[src/rtl/core/assert_macros.svh]
`ifndef ASSERT_MACROS_SVH
`define ASSERT_MACROS_SVH

// Same-cycle implication, checked on every rising edge outside reset.
`define ASSERT_IMPLY(label, clk, rst_n, ante, cons, msg) \
	label: assert property (@(posedge clk) disable iff (!(rst_n)) (ante) |-> (cons)) \
		else $error(msg);

// Next-cycle implication, checked on every rising edge outside reset.
`define ASSERT_NEXT(label, clk, rst_n, ante, cons, msg) \
	label: assert property (@(posedge clk) disable iff (!(rst_n)) (ante) |=> (cons)) \
		else $error(msg);

`endif

[src/rtl/core/adrc_pkg.sv]
`timescale 1ns / 1ps

package adrc_pkg;

	localparam int DEFAULT_WORD_BITS = 32;
	localparam int FIELD_BITS = 32;
	localparam int CFG_INDEX_BITS = 4;
	localparam int DIGIT_BITS = 4;
	localparam int DIGITS = FIELD_BITS / DIGIT_BITS;
	localparam int CNT_BITS = $clog2(DIGITS);
	localparam int SAT_BITS = 42;

	typedef enum logic [CFG_INDEX_BITS-1:0] {
		REG_SAMPLE_PERIOD = 4'd0,
		REG_PLANT_GAIN    = 4'd1,
		REG_INV_GAIN      = 4'd2,
		REG_OBS_GAIN_ONE  = 4'd3,
		REG_OBS_GAIN_TWO  = 4'd4,
		REG_PROP_GAIN     = 4'd5,
		REG_DRIVE_MIN     = 4'd6,
		REG_DRIVE_MAX     = 4'd7
	} cfg_reg_t;

	typedef struct packed {
		logic signed [FIELD_BITS-1:0] sample_period;
		logic signed [FIELD_BITS-1:0] plant_gain;
		logic signed [FIELD_BITS-1:0] inverse_plant_gain;
		logic signed [FIELD_BITS-1:0] observer_gain_one;
		logic signed [FIELD_BITS-1:0] observer_gain_two;
		logic signed [FIELD_BITS-1:0] proportional_gain;
		logic signed [FIELD_BITS-1:0] drive_minimum;
		logic signed [FIELD_BITS-1:0] drive_maximum;
	} cfg_t;

	typedef struct packed {
		logic start;
		logic signed [FIELD_BITS-1:0] gain;
		logic signed [FIELD_BITS-1:0] sig;
	} mul_req_t;

	typedef struct packed {
		logic busy;
		logic done;
		logic signed [FIELD_BITS-1:0] result;
	} mul_rsp_t;

	typedef struct packed {
		logic idle;
		logic push;
	} core_stat_t;

	typedef enum logic [3:0] {
		ST_IDLE,
		ST_PRED_D,
		ST_PRED_Z,
		ST_INNOV,
		ST_CORR_Z1,
		ST_CORR_Z2,
		ST_ERR,
		ST_LAW,
		ST_DRIVE,
		ST_OUT
	} core_state_t;

	// Saturate to the symmetric-plus-one signed range bounded by vmax.
	function automatic logic signed [FIELD_BITS-1:0] sat_sig(
		input logic signed [SAT_BITS-1:0] v,
		input logic signed [SAT_BITS-1:0] vmax
	);
		logic signed [SAT_BITS-1:0] vmin;
		logic signed [SAT_BITS-1:0] r;
		vmin = -vmax - 42'sd1;
		if (v > vmax) begin
			r = vmax;
		end else if (v < vmin) begin
			r = vmin;
		end else begin
			r = v;
		end
		return r[FIELD_BITS-1:0];
	endfunction

endpackage

[src/rtl/core/adrc_regs.sv]
`timescale 1ns / 1ps

module adrc_regs (
	input  logic                                 clk,
	input  logic                                 arst_n,
	input  logic                                 wr_en,
	input  logic [adrc_pkg::CFG_INDEX_BITS-1:0]  wr_index,
	input  logic [adrc_pkg::FIELD_BITS-1:0]      wr_data,
	output adrc_pkg::cfg_t                       cfg
);

	adrc_pkg::cfg_t cfg_q;

	always_ff @(posedge clk or negedge arst_n) begin
		if (!arst_n) begin
			cfg_q <= '0;
		end else if (wr_en) begin
			unique case (adrc_pkg::cfg_reg_t'(wr_index))
				adrc_pkg::REG_SAMPLE_PERIOD: cfg_q.sample_period      <= $signed(wr_data);
				adrc_pkg::REG_PLANT_GAIN:    cfg_q.plant_gain         <= $signed(wr_data);
				adrc_pkg::REG_INV_GAIN:      cfg_q.inverse_plant_gain <= $signed(wr_data);
				adrc_pkg::REG_OBS_GAIN_ONE:  cfg_q.observer_gain_one  <= $signed(wr_data);
				adrc_pkg::REG_OBS_GAIN_TWO:  cfg_q.observer_gain_two  <= $signed(wr_data);
				adrc_pkg::REG_PROP_GAIN:     cfg_q.proportional_gain  <= $signed(wr_data);
				adrc_pkg::REG_DRIVE_MIN:     cfg_q.drive_minimum      <= $signed(wr_data);
				adrc_pkg::REG_DRIVE_MAX:     cfg_q.drive_maximum      <= $signed(wr_data);
				default: begin
					// drop writes beyond the register list
				end
			endcase
		end
	end

	assign cfg = cfg_q;

endmodule

[src/rtl/core/adrc_mul.sv]
`timescale 1ns / 1ps

module adrc_mul #(
	parameter int WORD_BITS = adrc_pkg::DEFAULT_WORD_BITS
) (
	input  logic                clk,
	input  logic                arst_n,
	input  adrc_pkg::mul_req_t  req,
	output adrc_pkg::mul_rsp_t  rsp
);

	localparam int SIG_BITS = (WORD_BITS < adrc_pkg::FIELD_BITS) ? WORD_BITS
		: adrc_pkg::FIELD_BITS;
	localparam logic signed [adrc_pkg::SAT_BITS-1:0] SIG_MAX =
		(42'sd1 <<< (SIG_BITS - 1)) - 42'sd1;

	logic                        busy_q;
	logic                        fin_q;
	logic                        done_q;
	logic [adrc_pkg::CNT_BITS-1:0] cnt_q;
	logic signed [31:0]          gain_q;
	logic [31:0]                 sig_q;
	logic signed [32:0]          hi_q;
	logic [31:0]                 lo_q;
	logic signed [31:0]          res_q;

	logic                        last;
	logic signed [4:0]           dig_ext;
	logic signed [36:0]          pp;
	logic [36:0]                 sum;
	logic [40:0]                 full;
	logic [41:0]                 rnd;

	assign last = (cnt_q == adrc_pkg::CNT_BITS'(adrc_pkg::DIGITS - 1));

	// Lower digits are unsigned; the top digit carries the sign.
	assign dig_ext = last ? $signed({sig_q[3], sig_q[3:0]}) : $signed({1'b0, sig_q[3:0]});
	assign pp = gain_q * dig_ext;
	assign sum = {{4{hi_q[32]}}, hi_q} + pp;

	// Round to nearest, ties up: bit 23 of the product is the carry in.
	assign full = {hi_q, lo_q[31:24]};
	assign rnd = {full[40], full} + {41'd0, lo_q[23]};

	always_ff @(posedge clk or negedge arst_n) begin
		if (!arst_n) begin
			busy_q <= 1'b0;
			fin_q  <= 1'b0;
			done_q <= 1'b0;
			cnt_q  <= '0;
		end else begin
			done_q <= fin_q;
			fin_q  <= 1'b0;
			if (req.start) begin
				busy_q <= 1'b1;
				cnt_q  <= '0;
			end else if (busy_q) begin
				cnt_q <= cnt_q + 1'b1;
				if (last) begin
					busy_q <= 1'b0;
					fin_q  <= 1'b1;
				end
			end
		end
	end

	always_ff @(posedge clk) begin
		if (req.start) begin
			gain_q <= req.gain;
			sig_q  <= req.sig;
			hi_q   <= '0;
			lo_q   <= '0;
		end else if (busy_q) begin
			hi_q  <= $signed(sum[36:4]);
			lo_q  <= {sum[3:0], lo_q[31:4]};
			sig_q <= {4'd0, sig_q[31:4]};
		end
		if (fin_q) begin
			res_q <= adrc_pkg::sat_sig($signed(rnd), SIG_MAX);
		end
	end

	assign rsp.busy   = busy_q | fin_q;
	assign rsp.done   = done_q;
	assign rsp.result = res_q;

endmodule

[src/rtl/core/adrc_core.sv]
`timescale 1ns / 1ps

module adrc_core #(
	parameter int WORD_BITS = adrc_pkg::DEFAULT_WORD_BITS
) (
	input  logic                 clk,
	input  logic                 arst_n,
	input  adrc_pkg::cfg_t       cfg,
	input  logic                 go,
	input  logic signed [31:0]   reference,
	input  logic signed [31:0]   measurement,
	input  logic                 out_free,
	input  adrc_pkg::mul_rsp_t   mul_rsp,
	output adrc_pkg::mul_req_t   mul_req,
	output adrc_pkg::core_stat_t stat,
	output logic signed [31:0]   drive
);

	localparam int SIG_BITS = (WORD_BITS < adrc_pkg::FIELD_BITS) ? WORD_BITS
		: adrc_pkg::FIELD_BITS;
	localparam logic signed [adrc_pkg::SAT_BITS-1:0] SIG_MAX =
		(42'sd1 <<< (SIG_BITS - 1)) - 42'sd1;

	adrc_pkg::core_state_t state_q;
	adrc_pkg::core_state_t state_d;

	logic signed [31:0] z1_q;
	logic signed [31:0] z2_q;
	logic signed [31:0] prev_q;
	logic signed [31:0] r_q;
	logic signed [31:0] y_q;
	logic signed [31:0] zp_q;
	logic signed [31:0] e_q;

	logic signed [31:0] alu_a;
	logic signed [31:0] alu_b;
	logic               alu_sub;
	logic signed [32:0] alu_sum;
	logic signed [31:0] alu_sat;
	logic signed [31:0] clamped;

	assign alu_sum = alu_sub ? (33'(alu_a) - 33'(alu_b)) : (33'(alu_a) + 33'(alu_b));
	assign alu_sat = adrc_pkg::sat_sig(42'(alu_sum), SIG_MAX);

	// Upper limit wins when the limits are inverted.
	always_comb begin
		priority if (mul_rsp.result > cfg.drive_maximum) begin
			clamped = cfg.drive_maximum;
		end else if (mul_rsp.result < cfg.drive_minimum) begin
			clamped = cfg.drive_minimum;
		end else begin
			clamped = mul_rsp.result;
		end
	end

	always_comb begin
		state_d = state_q;
		unique case (state_q)
			adrc_pkg::ST_IDLE:    if (go) state_d = adrc_pkg::ST_PRED_D;
			adrc_pkg::ST_PRED_D:  if (mul_rsp.done) state_d = adrc_pkg::ST_PRED_Z;
			adrc_pkg::ST_PRED_Z:  if (mul_rsp.done) state_d = adrc_pkg::ST_INNOV;
			adrc_pkg::ST_INNOV:   state_d = adrc_pkg::ST_CORR_Z1;
			adrc_pkg::ST_CORR_Z1: if (mul_rsp.done) state_d = adrc_pkg::ST_CORR_Z2;
			adrc_pkg::ST_CORR_Z2: if (mul_rsp.done) state_d = adrc_pkg::ST_ERR;
			adrc_pkg::ST_ERR:     state_d = adrc_pkg::ST_LAW;
			adrc_pkg::ST_LAW:     if (mul_rsp.done) state_d = adrc_pkg::ST_DRIVE;
			adrc_pkg::ST_DRIVE:   if (mul_rsp.done) state_d = adrc_pkg::ST_OUT;
			adrc_pkg::ST_OUT:     if (out_free) state_d = adrc_pkg::ST_IDLE;
			default:              state_d = adrc_pkg::ST_IDLE;
		endcase
	end

	always_comb begin
		alu_a         = '0;
		alu_b         = '0;
		alu_sub       = 1'b0;
		mul_req.start = 1'b0;
		mul_req.gain  = '0;
		mul_req.sig   = '0;
		stat.push     = 1'b0;
		stat.idle     = (state_q == adrc_pkg::ST_IDLE);
		unique case (state_q)
			adrc_pkg::ST_IDLE: begin
				mul_req.start = go;
				mul_req.gain  = cfg.plant_gain;
				mul_req.sig   = prev_q;
			end
			adrc_pkg::ST_PRED_D: begin
				alu_a         = z2_q;
				alu_b         = mul_rsp.result;
				mul_req.start = mul_rsp.done;
				mul_req.gain  = cfg.sample_period;
				mul_req.sig   = alu_sat;
			end
			adrc_pkg::ST_PRED_Z: begin
				alu_a = z1_q;
				alu_b = mul_rsp.result;
			end
			adrc_pkg::ST_INNOV: begin
				alu_a         = y_q;
				alu_b         = zp_q;
				alu_sub       = 1'b1;
				mul_req.start = 1'b1;
				mul_req.gain  = cfg.observer_gain_one;
				mul_req.sig   = alu_sat;
			end
			adrc_pkg::ST_CORR_Z1: begin
				alu_a         = zp_q;
				alu_b         = mul_rsp.result;
				mul_req.start = mul_rsp.done;
				mul_req.gain  = cfg.observer_gain_two;
				mul_req.sig   = e_q;
			end
			adrc_pkg::ST_CORR_Z2: begin
				alu_a = z2_q;
				alu_b = mul_rsp.result;
			end
			adrc_pkg::ST_ERR: begin
				alu_a         = r_q;
				alu_b         = z1_q;
				alu_sub       = 1'b1;
				mul_req.start = 1'b1;
				mul_req.gain  = cfg.proportional_gain;
				mul_req.sig   = alu_sat;
			end
			adrc_pkg::ST_LAW: begin
				alu_a         = mul_rsp.result;
				alu_b         = z2_q;
				alu_sub       = 1'b1;
				mul_req.start = mul_rsp.done;
				mul_req.gain  = cfg.inverse_plant_gain;
				mul_req.sig   = alu_sat;
			end
			adrc_pkg::ST_DRIVE: begin
			end
			adrc_pkg::ST_OUT: begin
				stat.push = out_free;
			end
			default: begin
			end
		endcase
	end

	always_ff @(posedge clk or negedge arst_n) begin
		if (!arst_n) begin
			state_q <= adrc_pkg::ST_IDLE;
			z1_q    <= '0;
			z2_q    <= '0;
			prev_q  <= '0;
		end else begin
			state_q <= state_d;
			if (mul_rsp.done) begin
				if (state_q == adrc_pkg::ST_CORR_Z1) z1_q <= alu_sat;
				if (state_q == adrc_pkg::ST_CORR_Z2) z2_q <= alu_sat;
				// keep the clamped drive for the next prediction
				if (state_q == adrc_pkg::ST_DRIVE) prev_q <= clamped;
			end
		end
	end

	always_ff @(posedge clk) begin
		if (state_q == adrc_pkg::ST_IDLE && go) begin
			r_q <= reference;
			y_q <= measurement;
		end
		if (state_q == adrc_pkg::ST_PRED_Z && mul_rsp.done) begin
			zp_q <= alu_sat;
		end
		if (state_q == adrc_pkg::ST_INNOV) begin
			e_q <= alu_sat;
		end
	end

	assign drive = prev_q;

endmodule

[src/rtl/core/first_order_adrc_controller.sv]
// One item at a time: the input is held off from an accepted item until its drive
// is pushed into the output register; six products go in turn through one radix-16
// digit-serial multiplier, each summed digit by digit, then rounded and saturated.
// Reset (arst_n low, asynchronous) zeroes the settings, both estimates, the previous
// drive and the control flags; datapath holding registers are left as they are.
`timescale 1ns / 1ps
`include "assert_macros.svh"

module first_order_adrc_controller #(
	parameter int WORD_BITS = adrc_pkg::DEFAULT_WORD_BITS
) (
	input  logic                                clk,
	input  logic                                arst_n,
	input  logic                                in_valid,
	output logic                                in_stall,
	input  logic signed [31:0]                  reference,
	input  logic signed [31:0]                  measurement,
	output logic                                out_valid,
	input  logic                                out_stall,
	output logic signed [31:0]                  drive,
	input  logic                                cfg_valid,
	output logic                                cfg_ready,
	input  logic [adrc_pkg::CFG_INDEX_BITS-1:0] cfg_index,
	input  logic [31:0]                         cfg_data
);

	adrc_pkg::cfg_t       cfg;
	adrc_pkg::mul_req_t   mul_req;
	adrc_pkg::mul_rsp_t   mul_rsp;
	adrc_pkg::core_stat_t stat;

	logic               in_accept;
	logic               out_free;
	logic               out_valid_q;
	logic signed [31:0] drive_q;
	logic signed [31:0] core_drive;
	logic               mul_clash;

	assign cfg_ready = 1'b1;
	assign in_stall  = !stat.idle;
	assign in_accept = in_valid && !in_stall;
	assign out_free  = !out_valid_q || !out_stall;
	assign mul_clash = mul_req.start && mul_rsp.busy;

	adrc_regs u_regs (
		.clk      (clk),
		.arst_n   (arst_n),
		.wr_en    (cfg_valid && cfg_ready),
		.wr_index (cfg_index),
		.wr_data  (cfg_data),
		.cfg      (cfg)
	);

	adrc_mul #(
		.WORD_BITS (WORD_BITS)
	) u_mul (
		.clk    (clk),
		.arst_n (arst_n),
		.req    (mul_req),
		.rsp    (mul_rsp)
	);

	adrc_core #(
		.WORD_BITS (WORD_BITS)
	) u_core (
		.clk         (clk),
		.arst_n      (arst_n),
		.cfg         (cfg),
		.go          (in_accept),
		.reference   (reference),
		.measurement (measurement),
		.out_free    (out_free),
		.mul_rsp     (mul_rsp),
		.mul_req     (mul_req),
		.stat        (stat),
		.drive       (core_drive)
	);

	// Output register: hold the item until the far side takes it.
	always_ff @(posedge clk or negedge arst_n) begin
		if (!arst_n) begin
			out_valid_q <= 1'b0;
		end else if (stat.push) begin
			out_valid_q <= 1'b1;
		end else if (!out_stall) begin
			out_valid_q <= 1'b0;
		end
	end

	always_ff @(posedge clk) begin
		if (stat.push) begin
			drive_q <= core_drive;
		end
	end

	assign out_valid = out_valid_q;
	assign drive     = drive_q;

	`ASSERT_NEXT(a_busy_after_accept, clk, arst_n, in_accept, in_stall, "input not held off")
	`ASSERT_IMPLY(a_mul_no_restart, clk, arst_n, mul_req.start, !mul_clash, "restart while busy")
	`ASSERT_IMPLY(a_push_slot_free, clk, arst_n, stat.push, out_free, "push onto full output")
	`ASSERT_NEXT(a_mul_done_order, clk, arst_n, mul_rsp.busy, !mul_clash, "multiplier overlap")

endmodule

[config.mk]
export PLATFORM = sky130hd
export DESIGN_NAME = first_order_adrc_controller
export DESIGN_NICKNAME = d
export VERILOG_FILES = /design/src/rtl/core/adrc_pkg.sv /design/src/rtl/core/adrc_regs.sv /design/src/rtl/core/adrc_mul.sv /design/src/rtl/core/adrc_core.sv /design/src/rtl/core/first_order_adrc_controller.sv
export VERILOG_INCLUDE_DIRS = /design/src /design/src/rtl/core
export SDC_FILE = /design/constraint.sdc
export NUM_CORES = 2
export LEC_CHECK = 0
export BUFFER_PORTS_ARGS = -buffer_cell sky130_fd_sc_hd__buf_4
export CAP_MARGIN = 15
export CORE_ASPECT_RATIO = 1.5
export CORE_MARGIN = 2
export CORE_UTILIZATION = 55
export DETAILED_ROUTE_END_ITERATION = 8
export PLACE_DENSITY_LB_ADDON = 0.2
export REMOVE_ABC_BUFFERS = 1
export SYNTH_ARGS = -nofsm -noshare
export SYNTH_HDL_FRONTEND = slang
export SYNTH_SLANG_ARGS = --single-unit
[constraint.sdc]
create_clock -name clk -period 17.2 [get_ports clk]
set_clock_uncertainty 0.15 [all_clocks]
set_input_delay 2.58 -clock clk [delete_from_list [all_inputs] [get_ports clk]]
set_output_delay 2.58 -clock clk [all_outputs]
set_load 0.05 [all_outputs]
Word-level counts from Yosys, hierarchy flattened
Cells that the tools add are included.
{ "word_totals": {"regBits": 684, "output_inout_bits": 35, "elab_cells": 123} }
{ "op_classes": {"n_addsub": 5, "multipliers": 1, "magnitude_cmp": 6, "n_eq_ne": 26, "n_mux": 33, "reduce_logical": 25} }
{ "ops": {"columns": ["operator", "n"], "rows": [
  ["$pmux 65 s6", 1],
  ["$mux 32", 7],
  ["$pmux 32 s6", 1],
  ["$pmux 32 s4", 1],
  ["$add 41x2->42", 1],
  ["$gt 42x32->1 const B", 1],
  ["$lt 42x32->1 const B", 1],
  ["$pmux 4 s10", 1],
  ["$add 37x37->37", 1],
  ["$mul 32x5->37", 1],
  ["$add 32x32->33", 1],
  ["$gt 33x32->1 const B", 1],
  ["$lt 33x32->1 const B", 1],
  ["$mux 33", 1],
  ["$sub 32x32->33", 1],
  ["$eq 4x3->1 const B", 8],
  ["$gt 32x32->1", 1],
  ["$lt 32x32->1", 1],
  ["$mux 4", 8],
  ["$reduce_and 2->1", 11],
  ["$eq 4x2->1 const B", 4],
  ["$ne 2x2->1 const B", 6],
  ["$mux 1", 10],
  ["$eq 4x1->1 const B", 2],
  ["other kinds (15)", 24]
]} }

Longest topological paths before layout
{ "logic_depth": {"ltp_word": 10, "mapped_depth": 29} }

Hierarchy
Synthesis repeated with hierarchy kept, for this count alone.
{ "unflattened": {"hier_cells": 3548, "area_unflattened_um2": 39270.2} }
{ "modules_own_cells": {"columns": ["mod", "n_inst", "cells_each", "area_each_um2"], "rows": [
  ["adrc_core", 1, 1713, 16061.7],
  ["adrc_mul", 1, 1244, 12524.5],
  ["adrc_regs", 1, 552, 9665.5],
  ["first_order_adrc_controller", 1, 39, 1018.5]
]} }

Worst setup path after synthesis
OpenSTA, ideal clock, no wires.
{ "synth_timing": {"path_kind": "reg2reg", "from": "reg u_mul.cnt_q[0] in the netlist's numbering", "to": "reg u_mul.hi_q[31]", "setup_time_ns": 0.116, "t_arrival_ns": 5.596, "setup_slack_ns": 11.337, "stages_incl_launch_ff": 22, "n_path_buf": 1, "synth_period_minus_slack_ns": 5.863, "path_cell_list": "dfrtp_1 > ha_1 > ha_1 > nand2_1 > clkbuf_1 > or2_2 > fa_1 > fa_1 > fa_1 > inv_1 > fa_1 > fa_1 > a21oi_1 > o21ai_0 > o221ai_1 > o211ai_1 > a21oi_1 > o21a_1 > o211a_1 > o311ai_0 > mux2i_1 > a31o_2"} }
{ "synth_via": {"elab_chain_len": 4} }
{ "synth_rtl": {"columns": ["item", "line_no", "rtl"], "rows": [
  ["start: declaration", "adrc_mul.sv:20", "logic [adrc_pkg::CNT_BITS-1:0] cnt_q;"],
  ["start signal: assignment", "adrc_mul.sv:58", "cnt_q <= cnt_q + 1'b1;"],
  ["$eq 3x3->1", "adrc_mul.sv:34", "assign last = (cnt_q == adrc_pkg::CNT_BITS'(adrc_pkg::DIGITS - 1));"],
  ["$mux 5", "adrc_mul.sv:37", "assign dig_ext = last ? $signed({sig_q[3], sig_q[3:0]}) : $signed({1'b0, sig_q[3:0]});"],
  ["$mul 32x5->37", "adrc_mul.sv:38", "assign pp = gain_q * dig_ext;"],
  ["$add 37x37->37", "adrc_mul.sv:39", "assign sum = {{4{hi_q[32]}}, hi_q} + pp;"],
  ["end signal: assignment", "adrc_mul.sv:74", "hi_q <= $signed(sum[36:4]);"],
  ["end: declaration", "adrc_mul.sv:23", "logic signed [32:0] hi_q;"]
]} }
Every way passes these cells.
A chain may end at the register's enable or synchronous reset.

Worst setup path after layout
{ "layout_timing": {"from": "reg u_core.state_q[2]", "to": "reg u_mul.sig_q[6], data pin"} }
{ "layout_via": {"elab_chain_len": 10} }
{ "layout_rtl": {"columns": ["item", "line_no", "rtl"], "rows": [
  ["start: declaration", "adrc_core.sv:24", "adrc_pkg::core_state_t state_q;"],
  ["start signal: assignment", "adrc_core.sv:146", "state_q <= adrc_pkg::ST_IDLE;"],
  ["start signal: assignment", "adrc_core.sv:151", "state_q <= state_d;"],
  ["$eq 4x1->1 (tied with other cells)", "adrc_core.sv:82", "unique case (state_q)"],
  ["$reduce_or 4->1 (no line) or $reduce_or 2->1 (tied branches)", null, null],
  ["$pmux 32 s4 or $pmux 32 s6 (tied branches)", "adrc_core.sv:82", null],
  ["$add 32x32->33 or $sub 32x32->33 (tied branches)", "adrc_core.sv:42", "assign alu_sum = alu_sub ? (33'(alu_a) - 33'(alu_b)) : (33'(alu_a) + 33'(alu_b));"],
  ["$mux 33", "adrc_core.sv:42", null],
  ["$lt 33x32->1", "adrc_pkg.sv:75", "end else if (v < vmin) begin"],
  ["$mux 32", "adrc_pkg.sv:75", null],
  ["$mux 32", "adrc_pkg.sv:73", "if (v > vmax) begin"],
  ["$pmux 65 s6 *", "adrc_core.sv:82", null],
  ["$mux 32 *", "adrc_mul.sv:68", "if (req.start) begin"],
  ["end signal: assignment", "adrc_mul.sv:70", "sig_q <= req.sig;"],
  ["end signal: assignment", "adrc_mul.sv:76", "sig_q <= {4'd0, sig_q[31:4]};"],
  ["end: declaration", "adrc_mul.sv:22", "logic [31:0] sig_q;"]
]} }
Mark *: on every way between the ends. The rest lies on a longest branch, timed or not.

==> metrics.md <==
| Metric | Value |
|---|---|
| Root Buffer | `clkbuf_16` |
| Via density per instance | `6.292` |
| Die W | `219.5 µm` |
| Reg2Reg Setup Slack | `slightly below 9 ns` |
| Total number of vias | `28784` |
| YS warnings | `0` |
| Die height | `327.3 µm` |
| Antenna violations before repair | `5` |
| Row count | `118` |
| Peak supply drop | `159.3 µV` |
| Starting Density | `55.58%` |
| Worst Path Required | `around 18 ns` |
| Vias in the first global route | `28525` |
| H-tree depth | `3` |
| Final Critical Period | `8.293 ns` |
| CTS Buffer Depth | `3` |
| Critical path peak fanout | `62` |
| Post-detail-place hpwl | `75.73 mm` |
| RSZ-0062 raised after global routing | `no` |
| Cell count after synthesis | `3573` |
| Number of I/O pins | `140` |
| Antenna Violating Nets Remaining | `0` |
| Placer Congestion | `0.9354` |
| EDFF count, synth | `256` |
| Inserted Diodes | `0` |
| Async SR Flop Fraction | `54.92%` |
| Post-Syn Area | `38320 µm²` |
| Worst Path Buf+Inv | `3` |
| Commonest non-fill, non-tap cells in the layout | `dfrtp_1 (361), nand2_1 (318), edfxtp_1 (256)` |
| Critical path type | `flop to flop` |
| First-pass GRT wire length | `165.2 mm` |
| Final setup violation count | `0` |
| Synth Flop Type | `dfrtp_1` |
| DP Area | `40200 µm²` |
| Fin. max-slew vios | `0` |
| Routed wire length | `107.2 mm` |
| CTS resizes | `0` |
| Critical path startpoint category | `flop` |
| Slowest stage delay, CP | `1.07 ns` |
| Routed length per instance | `roughly 23 µm` |
| Overflow after GRT | `0` |
| PortBufs | `138` |
| Synth Area per Inst | `roughly 11 µm²` |
| Pwr Density | `201.5 nW/µm²` |
| Final worst-path cycle share | `between 40% and 50%` |
| Max Cap Violations | `0` |
| Total Die Area | `71840 µm²` |
| Worst hold slack | `0.3490 ns` |
| Crit-path slowest cell | `dfrtp_2` |
| Relative slew margins | `14.43%` |
| CP endpoint kind | `flop` |
| CTS tree | `yes` |
| Worst min-delay path class | `flop to flop` |
| Post-CTS setup repair buffer count | `0` |
| Crit path cell chain | `nand2b_1 > nor2_4 > buf_4 > a222oi_1 > and2_1 > and3_1 > and3_1 > a21oi_1 > a21oi_1 > xnor2_1 > ha_1 > nand4_1 > nor4_1 > nand4b_1 > o211ai_1 > o21ai_0 > a31oi_1 > buf_4 > a21oi_1 > mux2i_2 > buf_4 > nand2_1 > a41oi_1` |
| Iteration count of the initial detailed-routing pass | `8` |
| Residual DRC count | `0` |
| Seq cells post-synth | `~660` |
| Clk sinks | `661` |
| Clock latency on the worst-skew pair | `0.63 ns` |
| Quantity of hold-fixing buffers added after cts | `0` |
| Most common cell after layout, fill and taps aside | `dfrtp_1` |
| Iteration-0 DRC Markers | `2622` |
| Total GRT Usage | `30.12%` |
| Static Leak | `17.82 nW` |
| Synth unique cells | `70` |
| CTS clock-pin slew for the worst setup and hold paths | `0.07 ns` |
| Final hold viol count | `0` |
| Filler Cell Count | `approximately 5700` |
| Design area | `42410 µm²` |
| Fraction of layout instances using a drive strength above 1 | `between 15 and 20%` |
| F_max | `120.6 MHz` |
| Core Util, Final | `61.51%` |
| Num CTS Buffers | `66` |
| Fin Setup TNS | `0 ns` |
| Status | `completed` |
| Critical Path AT | `8.61 ns` |
| Kind of cell with the highest combined delay on the critical path | `simple AND/OR/NAND/NOR gates` |
| Pin count of the biggest net entering global routing | `around 130` |
| Tightest Pin Transition | `between 1 and 1.5 ns` |
| Post-synthesis sequential area ratio | `a little under half` |
| Core area | `68950 µm²` |
| Area grow syn2layout | `10.68%` |
| Nets | `about 4000` |
==> final timing paths <==
path	endpoint	cells past startpoint	startpoint
max in group asynchronous	u_core.state_q[2]	3	arst_n
max reg2reg	u_mul.sig_q[6]	23	u_core.state_q[2]
max	u_mul.sig_q[6]	23	u_core.state_q[2]
min in group asynchronous	u_regs.cfg[74]	1	arst_n
min reg2reg	drive[29]	0	u_core.drive[29]
min	drive[29]	0	u_core.drive[29]
==> state kept, by name, summed over array words and instances (netlist names), 3 cells and up <==
register / cells
u_regs.cfg: 256
u_mul.hi_q: 33
drive: 32
u_core.drive: 32
u_core.e_q: 32
u_core.r_q: 32
u_core.y_q: 32
u_core.z1_q: 32
u_core.z2_q: 32
u_core.zp_q: 32
u_mul.gain_q: 32
u_mul.res_q: 32
u_mul.sig_q: 32
u_mul.lo_q: 9
u_core.state_q: 4
u_mul.cnt_q: 3
==> synth_stat cells (10+ instances only) <==
cell      count  area share [%]
buf_2        13            0.17
fa_1        132             6.9
a21oi_1     172             2.2
o21bai_1     12            0.24
xnor2_1      60             1.4
nand3_1     126             1.6
a22oi_1     222             4.3
mux2_2      228             6.7
o211ai_1     13            0.25
and2_1       83             1.4
and4_1       10            0.23
inv_1       198             1.9
edfxtp_1    256              20
a211oi_1     26            0.51
nor2b_1      10            0.16
dfxtp_1      42             2.2
nand2b_1     13            0.21
o21ai_0     203             2.7
xor2_1       63             1.4
nand2_1     318             3.1
nand4_1      35            0.57
mux2i_1      61             1.6
a21o_1       45            0.88
nor2_1      174             1.7
o21a_1       17            0.33
clkbuf_1    164             1.6
buf_1        27            0.26
a31oi_1      35            0.57
o22ai_1      33            0.54
ha_1        172             5.6
a222oi_1     29            0.76
and3_1       18            0.29
nor3_1       37            0.48
dfrtp_1     363              24
a41oi_1      19            0.43
or2_2        32            0.52
==> metrics by stage <==
stage               instances  setup WS (ns)  power [mW]
floorplan                3367          3.981       5.811
global placement         4453          9.418       6.953
detailed placement       4453          9.103       7.031
CTS                      4574          9.103       8.550
global route             4575          8.439       9.209
finish                   4575          8.907       8.547
==> cell type report <==
cell class / count / area, µm² / share of cell area [%]
repair buffers: 187 / 1444 / 3.405
clock inverters: 27 / 285.3 / 0.6726
clock buffers: 94 / 1899 / 4.478
well taps: 900 / 1126 / 2.655
multi-input cells: 2505 / 19280 / 45.47
inverters: 201 / 757.0 / 1.785
flip-flops and latches: 661 / 17610 / 41.53
==> where the power goes <==
group | internal (mW) | switching [mW] | total, mW
Clock | 0.837 | 0.634 | 1.47
Sequential | 2.14 | 0.364 | 2.50
Combinational | 1.88 | 2.70 | 4.57
Total | 4.85 | 3.70 | 8.55
==> metal layers <==
metal	track usage (%)	wire length, µm	share of wire, %
met1	38.13	41530	39
met2	50.37	53380	50
met3	3.101	5683	5.3
met4	17.11	6577	6.1
met5	0	15	0.014
==> kinds of logic after synthesis <==
| group | synth area share (%) |
|---|---|
| AO/OA/AOI/OAI | 15.28 |
| XOR/XNOR | 2.854 |
| adder cells (fa/ha/maj) | 12.62 |
| buffers and inverters | 4.049 |
| flip-flops | 45.96 |
| multiplexers | 8.323 |
| other | 0.009786 |
| AND/OR/NAND/NOR | 10.90 |
(Power assumes the default switching activity.)
